$ cat config.mk
export PLATFORM = sky130hd
export DESIGN_NAME = dsdc_fold
export DESIGN_NICKNAME = d
export VERILOG_FILES = /design/src/dsdc_pkg.sv /design/src/dsdc_fold.sv
export SDC_FILE = /design/constraint.sdc
export NUM_CORES = 1
export LEC_CHECK = 0
export ABC_AREA = 1
export BUFFER_PORTS_ARGS = -buffer_cell sky130_fd_sc_hd__clkbuf_2
export CAP_MARGIN = 20
export CELL_PAD_IN_SITES_DETAIL_PLACEMENT = 1
export CELL_PAD_IN_SITES_GLOBAL_PLACEMENT = 1
export CORE_AREA = 2 2 132 134
export CTS_BUF_LIST = sky130_fd_sc_hd__clkbuf_4
export CTS_CLUSTER_DIAMETER = 60
export DETAILED_ROUTE_END_ITERATION = 10
export DIE_AREA = 0 0 134 136
export MAX_ROUTING_LAYER = met4
export PLACE_DENSITY_LB_ADDON = 0.1
export SETUP_SLACK_MARGIN = 0.05
export SYNTH_ARGS = -nofsm -noshare
export SYNTH_HDL_FRONTEND = slang
export SYNTH_SLANG_ARGS = --single-unit
$ cat constraint.sdc
create_clock -name clk -period 5.51 [get_ports clk]
set_input_delay 1.102 -clock clk [delete_from_list [all_inputs] [get_ports clk]]
set_output_delay 1.102 -clock clk [all_outputs]
set_load 0.02 [all_outputs]
$ cat src/dsdc_pkg.sv
// shared types, constants and modular arithmetic for the digit sum counter
package dsdc_pkg;

  localparam int unsigned CNT_W           = 30;
  localparam int unsigned DIGIT_W         = 4;
  localparam int unsigned DIV_CFG_W       = 8;
  localparam int unsigned IN_TDATA_W      = 8;
  localparam int unsigned OUT_TDATA_W     = 32;
  localparam int unsigned DEF_MAX_DIVISOR = 128;
  localparam int unsigned DIVISOR_LIMIT   = 1024;
  localparam int unsigned ADDR_MAX_W      = $clog2(DIVISOR_LIMIT);
  // ten digit choices per position
  localparam int unsigned WIN_LEN         = 10;

  typedef logic [CNT_W-1:0] cnt_t;

  localparam cnt_t                MODULUS   = 30'd1000000007;
  localparam logic [DIGIT_W-1:0] TOP_DIGIT = 4'd9;

  // one write into a count store
  typedef struct packed {
    logic                  we;
    logic [ADDR_MAX_W-1:0] addr;
    cnt_t                  data;
  } wr_t;

  // both operands below the modulus
  function automatic cnt_t mod_add(input cnt_t a, input cnt_t b);
    logic [CNT_W:0] s;
    s = {1'b0, a} + {1'b0, b};
    if (s >= {1'b0, MODULUS}) begin
      s = s - {1'b0, MODULUS};
    end
    return s[CNT_W-1:0];
  endfunction

  function automatic cnt_t mod_sub(input cnt_t a, input cnt_t b);
    logic [CNT_W:0] d;
    d = {1'b0, a} - {1'b0, b};
    if (d[CNT_W]) begin
      d = d + {1'b0, MODULUS};
    end
    return d[CNT_W-1:0];
  endfunction

endpackage

$ cat src/dsdc_fold.sv
// folds the count store into one sum per live remainder
module dsdc_fold #(
  parameter int unsigned MAX_DIVISOR = dsdc_pkg::DEF_MAX_DIVISOR
) (
  input  logic                                   clk,
  input  logic                                   rst_n,
  input  logic                                   start,
  input  logic [$clog2(MAX_DIVISOR+1)-1:0]       dv,
  input  dsdc_pkg::cnt_t                         rd_data,
  output logic                                   busy,
  output logic                                   rd_issue,
  output logic [$clog2(MAX_DIVISOR)-1:0]         rd_addr,
  output dsdc_pkg::wr_t                          b_wr
);

  localparam int unsigned IDX_W = $clog2(MAX_DIVISOR);
  localparam int unsigned DIV_W = $clog2(MAX_DIVISOR + 1);
  localparam int unsigned SUM_W = DIV_W + 1;

  logic             issue_r;
  logic             v1_r;
  logic [IDX_W-1:0] t_r;
  logic [IDX_W-1:0] r_r;
  logic             first1_r;
  logic             last1_r;
  logic [IDX_W-1:0] t1_r;
  dsdc_pkg::cnt_t   acc_r;
  dsdc_pkg::cnt_t   acc_nxt;
  logic             grp_last;
  logic             t_end;

  // entries t, t+dv, t+2dv ... share one remainder
  assign grp_last = (SUM_W'(r_r) + SUM_W'(dv)) >= SUM_W'(MAX_DIVISOR);
  assign t_end    = (DIV_W'(t_r) + DIV_W'(1)) == dv;

  always_ff @(posedge clk) begin
    if (!rst_n) begin
      issue_r <= 1'b0;
      v1_r    <= 1'b0;
    end else begin
      if (start) begin
        issue_r <= 1'b1;
      end else if (issue_r && grp_last && t_end) begin
        issue_r <= 1'b0;
      end
      v1_r <= issue_r;
    end
  end

  always_ff @(posedge clk) begin
    if (start) begin
      t_r <= '0;
      r_r <= '0;
    end else if (issue_r) begin
      if (grp_last) begin
        t_r <= t_r + IDX_W'(1);
        r_r <= t_r + IDX_W'(1);
      end else begin
        r_r <= IDX_W'(SUM_W'(r_r) + SUM_W'(dv));
      end
    end
    first1_r <= (r_r == t_r);
    last1_r  <= grp_last;
    t1_r     <= t_r;
    if (v1_r) begin
      acc_r <= acc_nxt;
    end
  end

  assign acc_nxt = first1_r ? rd_data : dsdc_pkg::mod_add(acc_r, rd_data);

  assign busy     = issue_r | v1_r;
  assign rd_issue = issue_r;
  assign rd_addr  = r_r;

  assign b_wr.we   = v1_r & last1_r;
  assign b_wr.addr = dsdc_pkg::ADDR_MAX_W'(t1_r);
  assign b_wr.data = acc_nxt;

endmodule

After elaboration in Yosys (flattened, before gate mapping)
Index checks and enable logic that the tools add are counted.
W data, S select, Z words.
{ "classes": {"n_eq_ne": 2, "mux": 5, "bitwise": 2, "reduce_logical": 4, "magnitude_cmp": 2, "n_addsub": 5} }
{ "ops": {"columns": ["op", "count"], "rows": [
  ["$mux W30", 2],
  ["$add A30 B30 Y31", 1],
  ["$ge A31 B30 Y1 const B", 1],
  ["$sub A30 B30 Y30 const B", 1],
  ["$add A7 B8 Y9", 1],
  ["$ge A9 B8 Y1 const B", 1],
  ["$add A7 B1 Y8 const B", 1],
  ["$eq A8 B8 Y1", 1],
  ["$add A7 B1 Y7 const B", 1],
  ["$eq A7 B7 Y1", 1],
  ["$mux W7", 1],
  ["$logic_and A1 B1 Y1", 2],
  ["$mux W1", 2],
  ["$reduce_and A2 Y1", 1],
  ["$reduce_bool A2 Y1", 1],
  ["$and A1 B1 Y1", 1],
  ["$or A1 B1 Y1", 1]
]} }
{ "word_totals": {"regBits": 55, "wordCells": 28, "output_inout_bits": 50} }

Longest topological paths before layout
{ "depth": {"depth_word": 6, "ltp_mapped": 24, "depth_no_buf": 24} }

Least setup slack after synthesis
Ideal clock, no wire load.
{ "synth_timing": {"kind": "in2out", "startpoint": "input rd_data[0]", "endpoint": "output b_wr[1] in the netlist's numbering", "cell_stages": 21, "arrival_time_ns": 3.567, "path_slack_ns": 0.841, "n_path_buf": 1, "cell_sequence": "ha_1 > inv_1 > fa_1 > inv_1 > nand3_1 > nand2_1 > nand2_1 > nand2_1 > nand3_1 > nor2_1 > nand2_1 > nand2_1 > nand2_1 > nand2_1 > nand2_2 > nand3_4 > nand3_4 > buf_6 > nand2_1 > nand3_1 > o21ai_1"} }
{ "synth_rtl": {"columns": ["item", "line_no", "text"], "rows": [
  ["start: declaration", "dsdc_fold.sv:9", "input dsdc_pkg::cnt_t rd_data,"],
  ["end: declaration", "dsdc_fold.sv:13", "output dsdc_pkg::wr_t b_wr"]
]} }

==> metrics.cfg <==
[synth]
combinational_family_with_the_most_area_after_synthesis=simple AND/OR/NAND/NOR gates
number_of_library_cell_types_mapped_by_synthesis=46
syn_area_sq_mm=0.00675
share_of_cell_area_taken_by_muxes_after_synthesis=0
syn-instance-count=1165
postSynthAreaPerCell_sq_um=5.79
synth_ff_type=edfxtp_1
synth-edff-count=30
synth-xor-area-share=0.0311
fraction_of_the_yosys_area_taken_by_sequential_cells=0.208
ys_async_sr_fraction=0
synth_seq_cells=55
synth_compound_gate_area_share=0.0534
synth_adder_area_share=0.0782
synth_simple_gate_area_share=0.504
number_of_warnings_printed_during_yosys_synthesis=0

[floorplan]
fp.dieArea_sq_mm=0.0182
chipWidth_um=134
coreArea_sq_mm=0.0169
die-height_um=136
std_cell_rows=48
num_io_pins=91
initial_standard_cell_utilization_of_the_core=0.400

[layout]
post-route-cell-area_sq_mm=0.00794
relative_area_change_from_synthesis_to_final_layout_pct=17.6
finish.net_count=1355
finalCoreUtilization=0.471
layout_cells_sized_above_1=0.171
fill_cells=2413

[placed_design]
gp_routability_congestion=0.953
place_hpwl_mm=20.7
dp_worst_setup_slack_ns=0.0599
placement.cell_area_sq_mm=0.00751
port_buffers=87

[timing]
timing.final.hold_violations=0
finalSetupViolCount=0
rsz0062_at_grt=true
skew_ns=0.00983
final.min_clock_period_ns=5.34
setup_slack_ns=0.172
hold_ws_ns=0.401
max_slew.worst_pin.slew_ns=1.19
layout_worst_path_cycle_share=0.969
slew_headroom=0.206
fmax_mhz=187
drv_slew=0

[critical_path]
required_worst_endpoint_ns=4.41
cp-end-kind=output port
r2r_slack_ns=1.87
worstSetupStartpointType=input pin
critical_path.max_fanout=15
cp-startpoint=rd_data[13]
worstSetupPathType=in -> out
regToRegStartpoint=acc_r[13]
worstPathArrival_ns=4.24

[clock_tree]
cts.root.buffer_cell=clkbuf_4
clock_latency_ns=0.46
clock_tree.htree_level_count=2
cts_buffer_depth=2
cts_made_buffers=5
cts_num_sinks=55
cts_tree=yes
clock_transition_at_the_registers_of_the_reported_paths_ns=0.20

[flow_run]
drv.max_cap_violation_count=0

[global_route]
antenna_found_initial=1
gr-usage-all-layers=0.283
global_route_wire_length_before_repair_mm=39.3
first_global_vias=7619
grt_start_max_net_pins=33
grt.overflow.total=0

[detailed_routing]
drt_first_pass_iters=5
ant_nets=0
drt_iter0_drc=504
routed-via-count=7908
detail_routed_via_count_per_cell=5.27
drc=0
drt-total-wl_mm=26.3
post_drt_wl_per_cell_um=17.6

[power_and_ir_drop]
power_density_mw_per_mm2=415
leakagePower_nw=4.37
vdd_drop_max_mv=0.183
post-layout-total-power_mw=3.29

[min_path]
hold_path_class=reg -> reg
timing.hold.worst.start=t_r[6]

[run_status]
run_status=complete, no violations

## final cells by class
cell class	count	area, sq um	share of cell area
clock inverters	3	31.3	0.00394
inverters	188	706	0.0889
repair buffers	119	778	0.0980
well taps	225	282	0.0354
flip-flops and latches	55	1400	0.177
multi-input cells	904	4700	0.592
clock buffers	5	37.5	0.00473
diodes	1	2.50	0.000315
## per-stage QoR
step | instances | setup TNS [ns]
2_1_floorplan | 1167 | 0
3_3_place_gp | 1479 | 0
3_5_place_dp | 1479 | 0
4_1_cts | 1488 | 0
5_1_grt | 1500 | -0.0687
6_report | 1500 | 0
## cell families (layout without fill, tap and decap cells)
kind of cell | Yosys count | after routing
other cells | 1 | 4
buf+inv | 211 | 315
compound gates | 60 | 60
flops | 55 | 55
simple gates | 773 | 776
fa+ha+maj | 41 | 41
xor+xnor | 24 | 24
## critical path, cell delays in order
cell	delay, ns
clkbuf_2	0.12
ha_1	0.37
nand2_1	0.12
inv_1	0.06
nand2_1	0.06
nand2_1	0.08
nand2_1	0.07
nand2_1	0.08
a21oi_1	0.30
nand2_1	0.13
nand2_1	0.08
nand2_1	0.12
nor2_2	0.17
nand2_1	0.12
nor2_4	0.17
a21oi_4	0.09
buf_12	0.15
buf_4	0.14
clkbuf_16	0.17
nand4_1	0.09
nand3_2	0.12
nand2_1	0.15
buf_2	0.17
## synth_stat cells (2+ instances only)
library cell	count	area [sq um]
nor3_1	7	35.0
fa_1	2	40.0
and2_1	3	18.8
inv_1	183	687
dfxtp_1	25	500
ha_1	39	488
a221oi_1	2	17.5
nor2_4	3	33.8
buf_2	8	40.0
o211ai_1	3	22.5
buf_4	5	37.5
nand2_1	461	1730
inv_2	4	15.0
nand3_4	2	35.0
or2_2	6	37.5
clkbuf_1	5	18.8
nor2_1	84	315
a21oi_1	30	150
nand3_1	115	576
buf_1	2	7.51
xnor2_1	8	70.1
o21ai_0	11	55.1
xor2_1	16	140
nor2_2	10	62.6
nand3b_1	5	37.5
o221ai_1	3	26.3
edfxtp_1	30	901
o21bai_1	2	15.0
nand4_1	51	319
a31oi_1	2	12.5
nor4_1	2	12.5
nand3_2	6	60.1
buf_6	3	33.8
nand2_2	15	93.8
## report_power, final
part / switching [mW] / internal [mW] / leakage [nW] / total, mW
Combinational: 1.68 / 0.804 / 3.85 / 2.48
Sequential: 0.0385 / 0.536 / 0.484 / 0.574
Clock: 0.177 / 0.0581 / 0.0396 / 0.235
## what timing repair did
action,4_1_cts,5_1_grt
setup endpoints to repair,4,30
gates resized for setup,1,70
gates cloned,1,4
pin swaps,0,17
hold endpoints to repair,0,0
hold buffers,0,0
setup buffers,0,7
## state kept, by name (all words and copies together), names as in the netlist
| signal | count |
|---|---|
| first1_r | 1 |
| rd_addr | 7 |
| t_r | 7 |
| v1_r | 1 |
| last1_r | 1 |
| t1_r | 7 |
| acc_r | 30 |
| rd_issue | 1 |
## metal layers
layer	track usage	vias to the layer above	wire (um)
li1	-	3932	-
met1	0.377	3729	12100
met2	0.464	206	12300
met3	0.0313	41	1340
met4	0.0644	0	577
met5	-	-	0
## worst paths after layout
path	cells past startpoint	endpoint
max	23	b_wr[9]
min	0	t1_r[6]
max reg2reg	23	acc_r[9]
min reg2reg	0	t1_r[6]
## placed cells by master, fill, tap and decap left out, types with 4 or more instances in the layout
master      n
a21oi_1    29
buf_4      35
clkbuf_2   77
clkbuf_4    5
dfxtp_1    24
edfxtp_1   30
ha_1       34
ha_2        5
inv_1     182
inv_2       5
nand2_1   452
nand2_2    24
nand3_1   108
nand3_2    12
nand3_4     6
nand3b_1    5
nand4_1    51
nor2_1     75
nor2_2     16
nor2_4      6
nor3_1      4
nor3_2      4
o21ai_0    10
or2_2       6
xnor2_1     8
xor2_1     16
Power figures use the tool's default switching activity.
